## src/rtl/tan_pkg.sv

```systemverilog
// Shared types and constants of the tilt average and normalize unit.
// Used by the controller, the datapath and the top level; depends on nothing.
package tan_pkg;

  localparam int unsigned SAMPLE_W = 16;  // raw accelerometer sample
  localparam int unsigned TILT_W   = 16;  // Q1.14 result component
  localparam int unsigned FRAC_W   = 14;  // fraction bits of the result
  localparam int unsigned NORM_W   = 62;  // normalized squared length
  localparam int unsigned ROOT_W   = 31;  // square root of the normalized length
  localparam int unsigned QUO_W    = 16;  // quotient bits per component
  localparam int unsigned STEP_W   = 5;   // sequencer step counter
  localparam int unsigned AXES     = 3;

  localparam logic [QUO_W-1:0] UNIT_Q14 = 16'd16384;

  // Axis select codes of the shared squaring multiplier.
  localparam logic [1:0] AXIS_X    = 2'd0;
  localparam logic [1:0] AXIS_Y    = 2'd1;
  localparam logic [1:0] AXIS_Z    = 2'd2;
  localparam logic [1:0] AXIS_NONE = 2'd3;

  typedef struct packed {
    logic       capture;    // latch the incoming sample
    logic       update;     // ring write and running sum update
    logic       sq_first;   // clear the length accumulator, load magnitudes
    logic       sq_prod;    // square the selected axis
    logic       sq_acc;     // add the last product to the length
    logic [1:0] sq_axis;
    logic       norm_init;  // load the normalizer with the squared length
    logic       norm_step;
    logic       sqrt_init;
    logic       sqrt_step;
    logic       div_init;
    logic       div_step;
    logic       out_load;   // move the result into the output register
  } tan_cmd_t;

  typedef struct packed {
    logic len_zero;
    logic norm_done;
    logic out_free;
  } tan_sts_t;

endpackage

```

## src/rtl/tan_ram.sv

```systemverilog
// Generic single-port-write, single-port-read RAM with registered read data.
// Stands alone; no package needed.
module tan_ram #(
  parameter int unsigned WIDTH = 48,
  parameter int unsigned DEPTH = 16
) (
  input  logic                     clk_i,
  input  logic                     we_i,
  input  logic [$clog2(DEPTH)-1:0] waddr_i,
  input  logic [WIDTH-1:0]         wdata_i,
  input  logic [$clog2(DEPTH)-1:0] raddr_i,
  output logic [WIDTH-1:0]         rdata_o
);

  logic [WIDTH-1:0] mem_q [DEPTH];
  logic [WIDTH-1:0] rdata_q;

  always_ff @(posedge clk_i) begin
    if (we_i) begin
      mem_q[waddr_i] <= wdata_i;
    end
    rdata_q <= mem_q[raddr_i];
  end

  assign rdata_o = rdata_q;

endmodule

```

## src/rtl/tan_ctrl.sv

```systemverilog
// Sequencer of the tilt average and normalize unit: steps the datapath through
// sum update, squaring, normalization, square root and division. Uses tan_pkg.
module tan_ctrl (
  input  logic              clk_i,
  input  logic              rst_ni,
  input  logic              in_valid_i,
  output logic              in_ready_o,
  input  tan_pkg::tan_sts_t sts_i,
  output tan_pkg::tan_cmd_t cmd_o
);
  import tan_pkg::*;

  typedef enum logic [3:0] {
    ST_IDLE,
    ST_UPD,
    ST_MUL,
    ST_CHK,
    ST_NORM,
    ST_SQRT,
    ST_DIVI,
    ST_DIV,
    ST_DONE
  } state_e;

  state_e              state_q, state_d;
  logic   [STEP_W-1:0] cnt_q, cnt_d;

  assign in_ready_o = (state_q == ST_IDLE);

  always_comb begin
    state_d = state_q;
    cnt_d   = cnt_q;
    cmd_o   = '0;
    unique case (state_q)
      ST_IDLE: begin
        if (in_valid_i) begin
          cmd_o.capture = 1'b1;
          state_d       = ST_UPD;
        end
      end
      ST_UPD: begin
        cmd_o.update = 1'b1;
        cnt_d        = '0;
        state_d      = ST_MUL;
      end
      ST_MUL: begin
        // The product of one axis is added in the cycle after it is formed.
        cmd_o.sq_axis  = cnt_q[1:0];
        cmd_o.sq_first = (cnt_q[1:0] == AXIS_X);
        cmd_o.sq_prod  = (cnt_q[1:0] != AXIS_NONE);
        cmd_o.sq_acc   = (cnt_q[1:0] != AXIS_X);
        if (cnt_q[1:0] == AXIS_NONE) begin
          cnt_d   = '0;
          state_d = ST_CHK;
        end else begin
          cnt_d = cnt_q + 1'b1;
        end
      end
      ST_CHK: begin
        cmd_o.norm_init = 1'b1;
        state_d         = sts_i.len_zero ? ST_DONE : ST_NORM;
      end
      ST_NORM: begin
        if (sts_i.norm_done) begin
          cmd_o.sqrt_init = 1'b1;
          cnt_d           = '0;
          state_d         = ST_SQRT;
        end else begin
          cmd_o.norm_step = 1'b1;
        end
      end
      ST_SQRT: begin
        cmd_o.sqrt_step = 1'b1;
        if (cnt_q == STEP_W'(ROOT_W - 1)) begin
          state_d = ST_DIVI;
        end else begin
          cnt_d = cnt_q + 1'b1;
        end
      end
      ST_DIVI: begin
        cmd_o.div_init = 1'b1;
        cnt_d          = '0;
        state_d        = ST_DIV;
      end
      ST_DIV: begin
        cmd_o.div_step = 1'b1;
        if (cnt_q == STEP_W'(QUO_W - 1)) begin
          state_d = ST_DONE;
        end else begin
          cnt_d = cnt_q + 1'b1;
        end
      end
      ST_DONE: begin
        if (sts_i.out_free) begin
          cmd_o.out_load = 1'b1;
          state_d        = ST_IDLE;
        end
      end
      default: begin
        state_d = ST_IDLE;
      end
    endcase
  end

  always_ff @(posedge clk_i or negedge rst_ni) begin
    if (!rst_ni) begin
      state_q <= ST_IDLE;
      cnt_q   <= '0;
    end else begin
      state_q <= state_d;
      cnt_q   <= cnt_d;
    end
  end

  a_accept_starts_update: assert property (@(posedge clk_i) disable iff (!rst_ni)
    in_valid_i && in_ready_o |=> state_q == ST_UPD)
    else $error("accepted transaction did not start the sum update");

  a_load_needs_room: assert property (@(posedge clk_i) disable iff (!rst_ni)
    cmd_o.out_load |-> sts_i.out_free)
    else $error("result loaded while the output register is still occupied");

  a_one_phase: assert property (@(posedge clk_i) disable iff (!rst_ni)
    $onehot0({cmd_o.capture, cmd_o.update, cmd_o.norm_step, cmd_o.sqrt_step,
              cmd_o.div_init, cmd_o.div_step, cmd_o.out_load}))
    else $error("more than one datapath phase commanded at once");

  a_sqrt_count: assert property (@(posedge clk_i) disable iff (!rst_ni)
    state_q == ST_SQRT |-> cnt_q < STEP_W'(ROOT_W))
    else $error("square root step counter out of range");

endmodule

```

## src/rtl/tan_datapath.sv

```systemverilog
// Datapath of the tilt average and normalize unit: sample ring, running sums,
// squaring, normalizer, bit-serial square root, three divider lanes and the
// output register. Uses tan_pkg and tan_ram.
module tan_datapath #(
  parameter int unsigned OVERSAMPLE = 16
) (
  input  logic                                 clk_i,
  input  logic                                 rst_ni,
  input  tan_pkg::tan_cmd_t                    cmd_i,
  output tan_pkg::tan_sts_t                    sts_o,
  input  logic signed [tan_pkg::SAMPLE_W-1:0]  accel_x_i,
  input  logic signed [tan_pkg::SAMPLE_W-1:0]  accel_y_i,
  input  logic signed [tan_pkg::SAMPLE_W-1:0]  accel_z_i,
  input  logic                                 out_ready_i,
  output logic                                 out_valid_o,
  output logic signed [tan_pkg::TILT_W-1:0]    tilt_x_o,
  output logic signed [tan_pkg::TILT_W-1:0]    tilt_y_o,
  output logic signed [tan_pkg::TILT_W-1:0]    tilt_z_o,
  output logic                                 zero_length_o
);
  import tan_pkg::*;

  localparam int unsigned IW     = $clog2(OVERSAMPLE);
  localparam int unsigned SW     = SAMPLE_W + IW;   // running sum width
  localparam int unsigned LEN_W  = 2 * SW;          // squared length width
  localparam int unsigned RING_W = AXES * SAMPLE_W;
  localparam int unsigned DIV_W  = ROOT_W + FRAC_W + 1;
  localparam logic [IW-1:0] LAST_IDX = IW'(OVERSAMPLE - 1);

  // Ring bookkeeping. Slots are written in order; until the first wrap, full_q
  // keeps the not yet written slot at the write pointer out of the running sum.
  logic [IW-1:0]     idx_q;
  logic              full_q;
  logic [RING_W-1:0] ring_rdata;
  logic [RING_W-1:0] ring_wdata;

  logic [SAMPLE_W-1:0] smp_q  [AXES];
  logic [SW-1:0]       sum_q  [AXES];
  logic [SW-1:0]       mag_c  [AXES];
  logic [ROOT_W-1:0]   magn_q [AXES];
  logic [ROOT_W:0]     drem_q [AXES];
  logic [QUO_W-1:0]    dlo_q  [AXES];
  logic [QUO_W-1:0]    quo_q  [AXES];
  logic [TILT_W-1:0]   tilt_c [AXES];
  logic [TILT_W-1:0]   tilt_q [AXES];

  logic [SW-1:0]     mul_op;
  logic [LEN_W-1:0]  sq_c;
  logic [LEN_W-1:0]  prod_q;
  logic [LEN_W-1:0]  len_q;
  logic              len_zero;
  logic [NORM_W-1:0] n_q;
  logic              norm_wide;
  logic [ROOT_W:0]   rem_q;
  logic [ROOT_W-1:0] root_q;
  logic [ROOT_W+1:0] sq_rem_t;
  logic [ROOT_W+1:0] sq_trial;
  logic              sq_ge;
  logic              out_valid_q;
  logic              zl_q;

  assign ring_wdata = {smp_q[2], smp_q[1], smp_q[0]};

  tan_ram #(
    .WIDTH (RING_W),
    .DEPTH (OVERSAMPLE)
  ) u_ring (
    .clk_i   (clk_i),
    .we_i    (cmd_i.update),
    .waddr_i (idx_q),
    .wdata_i (ring_wdata),
    .raddr_i (idx_q),
    .rdata_o (ring_rdata)
  );

  always_ff @(posedge clk_i or negedge rst_ni) begin
    if (!rst_ni) begin
      idx_q  <= '0;
      full_q <= 1'b0;
    end else if (cmd_i.update) begin
      if (idx_q == LAST_IDX) begin
        idx_q  <= '0;
        full_q <= 1'b1;
      end else begin
        idx_q <= idx_q + 1'b1;
      end
    end
  end

  for (genvar g = 0; g < AXES; g++) begin : g_lane
    logic [SAMPLE_W-1:0] old_smp;
    logic [SW-1:0]       sum_upd;
    logic [DIV_W-1:0]    div_num;
    logic [ROOT_W:0]     dv_t;
    logic                dv_ge;
    logic [QUO_W-1:0]    m_lim;
    logic                pos;

    always_comb begin
      old_smp = full_q ? ring_rdata[g*SAMPLE_W +: SAMPLE_W] : '0;
      sum_upd = sum_q[g]
              + {{IW{smp_q[g][SAMPLE_W-1]}}, smp_q[g]}
              - {{IW{old_smp[SAMPLE_W-1]}}, old_smp};
      mag_c[g] = sum_q[g][SW-1] ? (~sum_q[g] + 1'b1) : sum_q[g];
      div_num  = DIV_W'({magn_q[g], {FRAC_W{1'b0}}}) + DIV_W'(root_q >> 1);
      dv_t     = {drem_q[g][ROOT_W-1:0], dlo_q[g][QUO_W-1]};
      dv_ge    = (dv_t >= {1'b0, root_q});
      m_lim    = (quo_q[g] > UNIT_Q14) ? UNIT_Q14 : quo_q[g];
      pos      = !sum_q[g][SW-1] && (sum_q[g] != '0);
      // The result points against the mean acceleration.
      if (len_zero) begin
        tilt_c[g] = '0;
      end else if (pos) begin
        tilt_c[g] = ~m_lim + 1'b1;
      end else begin
        tilt_c[g] = m_lim;
      end
    end

    always_ff @(posedge clk_i or negedge rst_ni) begin
      if (!rst_ni) begin
        sum_q[g] <= '0;
      end else if (cmd_i.update) begin
        sum_q[g] <= sum_upd;
      end
    end

    always_ff @(posedge clk_i) begin
      if (cmd_i.sq_first) begin
        magn_q[g] <= ROOT_W'(mag_c[g]);
      end else if (cmd_i.norm_step) begin
        magn_q[g] <= norm_wide ? (magn_q[g] << 4) : (magn_q[g] << 1);
      end
      if (cmd_i.div_init) begin
        drem_q[g] <= (ROOT_W + 1)'(div_num[DIV_W-1:QUO_W]);
        dlo_q[g]  <= div_num[QUO_W-1:0];
        quo_q[g]  <= '0;
      end else if (cmd_i.div_step) begin
        drem_q[g] <= dv_ge ? (dv_t - {1'b0, root_q}) : dv_t;
        dlo_q[g]  <= dlo_q[g] << 1;
        quo_q[g]  <= {quo_q[g][QUO_W-2:0], dv_ge};
      end
      if (cmd_i.out_load) begin
        tilt_q[g] <= tilt_c[g];
      end
    end
  end

  always_ff @(posedge clk_i) begin
    if (cmd_i.capture) begin
      smp_q[0] <= accel_x_i;
      smp_q[1] <= accel_y_i;
      smp_q[2] <= accel_z_i;
    end
  end

  always_comb begin
    unique case (cmd_i.sq_axis)
      AXIS_X:  mul_op = mag_c[0];
      AXIS_Y:  mul_op = mag_c[1];
      AXIS_Z:  mul_op = mag_c[2];
      default: mul_op = '0;
    endcase
  end

  assign sq_c      = mul_op * mul_op;
  assign len_zero  = (len_q == '0);
  assign norm_wide = (n_q[NORM_W-1 -: 8] == 8'd0);

  // Restoring square root, one result bit per step.
  assign sq_rem_t = {rem_q[ROOT_W-1:0], n_q[NORM_W-1 -: 2]};
  assign sq_trial = {root_q, 2'b01};
  assign sq_ge    = (sq_rem_t >= sq_trial);

  always_ff @(posedge clk_i) begin
    if (cmd_i.sq_prod) begin
      prod_q <= sq_c;
    end
    if (cmd_i.sq_first) begin
      len_q <= '0;
    end else if (cmd_i.sq_acc) begin
      len_q <= len_q + prod_q;
    end
    // Shift the squared length up by a power of four until one of its top two
    // bits is set; the magnitudes follow by the matching power of two.
    if (cmd_i.norm_init) begin
      n_q <= NORM_W'(len_q);
    end else if (cmd_i.norm_step) begin
      n_q <= norm_wide ? (n_q << 8) : (n_q << 2);
    end else if (cmd_i.sqrt_step) begin
      n_q <= n_q << 2;
    end
    if (cmd_i.sqrt_init) begin
      rem_q  <= '0;
      root_q <= '0;
    end else if (cmd_i.sqrt_step) begin
      rem_q  <= sq_ge ? (ROOT_W + 1)'(sq_rem_t - sq_trial) : (ROOT_W + 1)'(sq_rem_t);
      root_q <= {root_q[ROOT_W-2:0], sq_ge};
    end
    if (cmd_i.out_load) begin
      zl_q <= len_zero;
    end
  end

  always_ff @(posedge clk_i or negedge rst_ni) begin
    if (!rst_ni) begin
      out_valid_q <= 1'b0;
    end else if (cmd_i.out_load) begin
      out_valid_q <= 1'b1;
    end else if (out_ready_i) begin
      out_valid_q <= 1'b0;
    end
  end

  assign sts_o.len_zero  = len_zero;
  assign sts_o.norm_done = (n_q[NORM_W-1 -: 2] != 2'b00);
  assign sts_o.out_free  = !out_valid_q || out_ready_i;

  assign out_valid_o   = out_valid_q;
  assign tilt_x_o      = tilt_q[0];
  assign tilt_y_o      = tilt_q[1];
  assign tilt_z_o      = tilt_q[2];
  assign zero_length_o = zl_q;

  a_root_normalized: assert property (@(posedge clk_i) disable iff (!rst_ni)
    cmd_i.div_init |-> root_q[ROOT_W-1])
    else $error("square root of the normalized length lost its top bit");

  a_sqrt_remainder: assert property (@(posedge clk_i) disable iff (!rst_ni)
    cmd_i.sqrt_step |=> rem_q <= {root_q, 1'b0})
    else $error("square root remainder exceeds twice the partial root");

  a_div_remainder: assert property (@(posedge clk_i) disable iff (!rst_ni)
    cmd_i.div_step |-> drem_q[0] < {1'b0, root_q})
    else $error("divider remainder not below the divisor");

  a_zero_vector: assert property (@(posedge clk_i) disable iff (!rst_ni)
    out_valid_q && zl_q |-> tilt_q[0] == '0 && tilt_q[1] == '0 && tilt_q[2] == '0)
    else $error("zero-length result carries a nonzero component");

endmodule

```

## src/rtl/tilt_average_normalize_unit.sv

```systemverilog
// Tilt average and normalize unit: moving window sum of accelerometer samples,
// turned into the negated unit vector in Q1.14. Uses tan_pkg, tan_ctrl, tan_datapath.
// The 3 to 9 normalizer steps, the 31-step square root and the 16-step divider lanes lie
// between an accepted transaction and a valid result; a zero sum skips them. A new
// transaction is accepted only once the previous result is loaded; a result not yet taken
// holds the next one back until the output register frees up.
// Reset: asynchronous, active low; clears the running sums, ring pointer and wrap flag, output valid and controller.
module tilt_average_normalize_unit #(
  parameter int unsigned OVERSAMPLE = 16
) (
  input  logic                                clk_i,
  input  logic                                rst_ni,
  input  logic                                in_valid_i,
  output logic                                in_ready_o,
  input  logic signed [tan_pkg::SAMPLE_W-1:0] accel_x_i,
  input  logic signed [tan_pkg::SAMPLE_W-1:0] accel_y_i,
  input  logic signed [tan_pkg::SAMPLE_W-1:0] accel_z_i,
  output logic                                out_valid_o,
  input  logic                                out_ready_i,
  output logic signed [tan_pkg::TILT_W-1:0]   tilt_x_o,
  output logic signed [tan_pkg::TILT_W-1:0]   tilt_y_o,
  output logic signed [tan_pkg::TILT_W-1:0]   tilt_z_o,
  output logic                                zero_length_o
);
  import tan_pkg::*;

  tan_cmd_t cmd;
  tan_sts_t sts;

  tan_ctrl u_ctrl (
    .clk_i      (clk_i),
    .rst_ni     (rst_ni),
    .in_valid_i (in_valid_i),
    .in_ready_o (in_ready_o),
    .sts_i      (sts),
    .cmd_o      (cmd)
  );

  tan_datapath #(
    .OVERSAMPLE (OVERSAMPLE)
  ) u_datapath (
    .clk_i         (clk_i),
    .rst_ni        (rst_ni),
    .cmd_i         (cmd),
    .sts_o         (sts),
    .accel_x_i     (accel_x_i),
    .accel_y_i     (accel_y_i),
    .accel_z_i     (accel_z_i),
    .out_ready_i   (out_ready_i),
    .out_valid_o   (out_valid_o),
    .tilt_x_o      (tilt_x_o),
    .tilt_y_o      (tilt_y_o),
    .tilt_z_o      (tilt_z_o),
    .zero_length_o (zero_length_o)
  );

endmodule

```

## config.mk

```make
export PLATFORM = sky130hd
export DESIGN_NAME = tilt_average_normalize_unit
export DESIGN_NICKNAME = d
export VERILOG_FILES = /design/src/rtl/tan_pkg.sv /design/src/rtl/tan_ram.sv /design/src/rtl/tan_ctrl.sv /design/src/rtl/tan_datapath.sv /design/src/rtl/tilt_average_normalize_unit.sv
export SDC_FILE = /design/constraint.sdc
export NUM_CORES = 2
export LEC_CHECK = 0
export BUFFER_PORTS_ARGS = -buffer_cell sky130_fd_sc_hd__buf_2
export CORE_MARGIN = 5
export CORE_UTILIZATION = 35
export DETAILED_ROUTE_END_ITERATION = 10
export PLACE_DENSITY = 0.57
export SLEW_MARGIN = 20
export SYNTH_ARGS = -nofsm -noshare
export SYNTH_HDL_FRONTEND = slang
export SYNTH_SLANG_ARGS = --single-unit
```

## constraint.sdc

```tcl
create_clock -name clk_i -period 12.1 [get_ports clk_i]
set_input_delay 1.815 -clock clk_i [delete_from_list [all_inputs] [get_ports clk_i]]
set_output_delay 1.815 -clock clk_i [all_outputs]
set_load 0.02 [all_outputs]
```

==> reports/qor.txt <==
Status - finished clean
Commonest non-fill, non-tap cells in the layout - edfxtp_1 (1,210), inv_1 (742), nand2_1 (719)
Area leader, netlist - edfxtp_1
Synth Instances - 7,245
Die height - 503 um
Class of the worst hold path - reg -> reg
TritonCTS clock tree - built
Bufs on Longest Clock Path - 3
Startpoint Class - flip-flop
Final nets - 8,146
Gp weighted congestion - 0.896
First-pass GRT wire length - 343,000 um
Total power - 0.0105 W
Max-cap violation count - 0
Initial antenna violation count - 4
Clk sinks - 1,459
Fillers - 22.9k
Hold Fails Final Rpt - 0
Min Clock Period, post-route - 10.35 ns
GRT overflow - 0
Critical Path End Type - flip-flop
Initial Util - 0.352
Layout area overhead - 11.6%
Number of synthesized flops with an enable pin - 1,210
Async SR Flop Fraction - 0.0514
Total CTS buffers - 157
Pre-CTS setup slack - 1.82 ns
Slew headroom - 0.244
Mapped Area - 84,900 um^2
Pwr Density - 111 nW/um^2
Die X - 503 um
Cts repair resizes - 0
Flip-flop and latch area - 41,700 um^2
Row count - 180
Die footprint - 253,000 um^2
Inst Count DP - 10.3k
Largest net degree at the start of global routing - 94
Pleak - 37.3 nW
Critical path class - reg -> reg
Worst hold slack - 0.461 ns
RSZ-0062 raised after global routing - false
CTS H-tree depth - 4
Max FO, Critical Path - 13
Share of cells above drive strength 1 - 0.102
DRC viols - 0
Fmax - 96.7 MHz
Critical path arrival - 10.86 ns
Drt via density - 5.26
Core area - 241,000 um^2
Post-synthesis sequential area ratio - 0.491
Cts hold-fix bufs - 0
Root Buffer Master - clkbuf_16
Layout Cells excl Fill - 10.6k
All-Layer GR Usage - 0.175
YS warnings - 0
I/O Buffers - 102
Actual slew at the worst max-slew pin - 1.13 ns
Setup Buffers After CTS - 0
Syn Area/Cell - 11.7 um^2
Worst-Skew Late Latency - 0.82 ns
Post-DP HPWL - 152,000 um
Final Skew - 0.0548 ns
Largest stage delay on the critical path - 0.71 ns
Drt pass-1 iters - 7
DRT Wirelength - 223,000 um
Commonest non-fill, non-tap cell in the layout - edfxtp_1
IO Pins - 103
Tcrit/Tclk final - 0.855
DR vias - 55.9k
Synth area leaders - edfxtp_1 (43%), fa_1 (8.1%), ha_1 (6.4%), mux4_2 (6.4%), dfxtp_1 (4.1%)
Unique masters post-synth - 89
Setup TNS Final - 0 ns
Most Frequent Cell on Critical Path - fa_1
# setup viols final - 0
Seq cells post-synth - 1,459
Multi-input logic area - 39,700 um^2
CTS clock-pin slew for the worst setup and hold paths - 0.06 ns
Top-area cell type share of the netlist area - 0.428
Remaining antenna violation count - 0
WP data required - 12.62 ns
Number of global-route vias before repair - 56.4k
Max IR drop VDD - 0.114 mV
Drt first-iter violations - 4,628
WL/cell - 21.0 um
Crit-path slowest cell - a21oi_1
Final Slew Violations - 0
Setup WS post-layout - 1.75 ns
Synth Flop Type - edfxtp_1
## per-stage QoR
step           utilization  cell area (um^2)
2_1_floorplan            -             85000
6_report             0.393             94800
4_1_cts              0.393             94700
3_3_place_gp         0.370             89200
5_1_grt              0.393             94800
3_5_place_dp         0.370             89200
## critical path, delay by kind of cell (launching register included)
kind | cells | cell delay, ns
adder cells (fa/ha/maj) | 8 | 3.82
AND/OR/NAND/NOR | 8 | 2.79
AO/OA/AOI/OAI | 8 | 1.99
buffers and inverters | 6 | 0.80
flip-flops | 1 | 0.43
XOR/XNOR | 1 | 0.21
## worst paths after layout
check	to	cells past startpoint	start	slack, ns
worst max-delay path	u_datapath.prod_q[39]$_DFFE_PP_	31	u_datapath.sum_q[42]$_DFFE_PN0P_	1.75
worst min-delay path	u_datapath.root_q[4]$_SDFFE_PP0P_	2	u_datapath.root_q[3]$_SDFFE_PP0P_	0.46
worst max register to register	u_datapath.prod_q[39]$_DFFE_PP_	31	u_datapath.sum_q[42]$_DFFE_PN0P_	1.75
worst min register to register	u_datapath.root_q[4]$_SDFFE_PP0P_	2	u_datapath.root_q[3]$_SDFFE_PP0P_	0.46
max in group asynchronous	u_datapath.idx_q[0]$_DFFE_PN0P_	2	rst_ni	9.95
min in group asynchronous	u_datapath.sum_q[6]$_DFFE_PN0P_	1	rst_ni	0.84
## Yosys cell counts (85+ instances only)
cell,n
edfxtp_1,1210
inv_1,743
nand2_1,723
a21oi_1,458
ha_1,437
nor2_1,434
fa_1,345
o21ai_0,335
clkbuf_1,248
mux4_2,240
xnor2_1,224
dfxtp_1,174
a21o_1,155
xor2_1,150
and2_1,109
nor3_1,107
nand3_1,106
mux2i_1,85
## kinds of logic after synthesis
logic type                 share of synthesized area
xor gates and xnor gates                      0.0386
buffers and inverters                         0.0456
muxes                                         0.0747
AOI/OAI and AO/OA                              0.107
and+or+nand+nor                               0.0973
DFF                                            0.491
adders and majority gates                      0.146
other                                      0.0000884
## power breakdown
part | switching [W] | internal [W] | total [W]
sequential | 0.0000000000000000000239 | 0.00537 | 0.00537
combinational | 0.0000367 | 0.0000233 | 0.0000600
clock | 0.00213 | 0.00293 | 0.00507
## flip-flops by register name, summed over array words and instances (netlist names)
name / count
u_datapath.tilt_q: 48
u_datapath.dlo_q: 34
u_datapath.magn_q: 93
u_datapath.smp_q: 48
u_datapath.root_q: 31
u_datapath.idx_q: 4
u_datapath.u_ring.mem_q: 768
u_datapath.full_q: 1
u_datapath.sum_q: 60
u_datapath.u_ring.rdata_o: 48
u_datapath.rem_q: 31
u_datapath.zero_length_o: 1
u_datapath.prod_q: 39
u_datapath.len_q: 40
u_ctrl.cnt_q: 5
u_datapath.n_q: 62
u_datapath.drem_q: 93
u_datapath.quo_q: 48
u_datapath.out_valid_o: 1
u_ctrl.state_q: 4
## routing by layer
metal | global-route usage | share of wire | wire length [um]
met5 | 0 | 0 | 0
met1 | 0.248 | 0.46 | 103000
met3 | 0.0247 | 0.053 | 11700
met2 | 0.281 | 0.46 | 103000
met4 | 0.0468 | 0.026 | 5770
## final cells by class
type,count,share of cell area
sequential,1459,0.440
multi-input combinational,4770,0.419
clock buffer,205,0.0450
tap,3185,0.0421
inverter,746,0.0296
clock inverter,87,0.0131
timing repair buffer,178,0.0114
antenna,2,0.0000528
No activity file was read; power rests on OpenSTA's default activity.
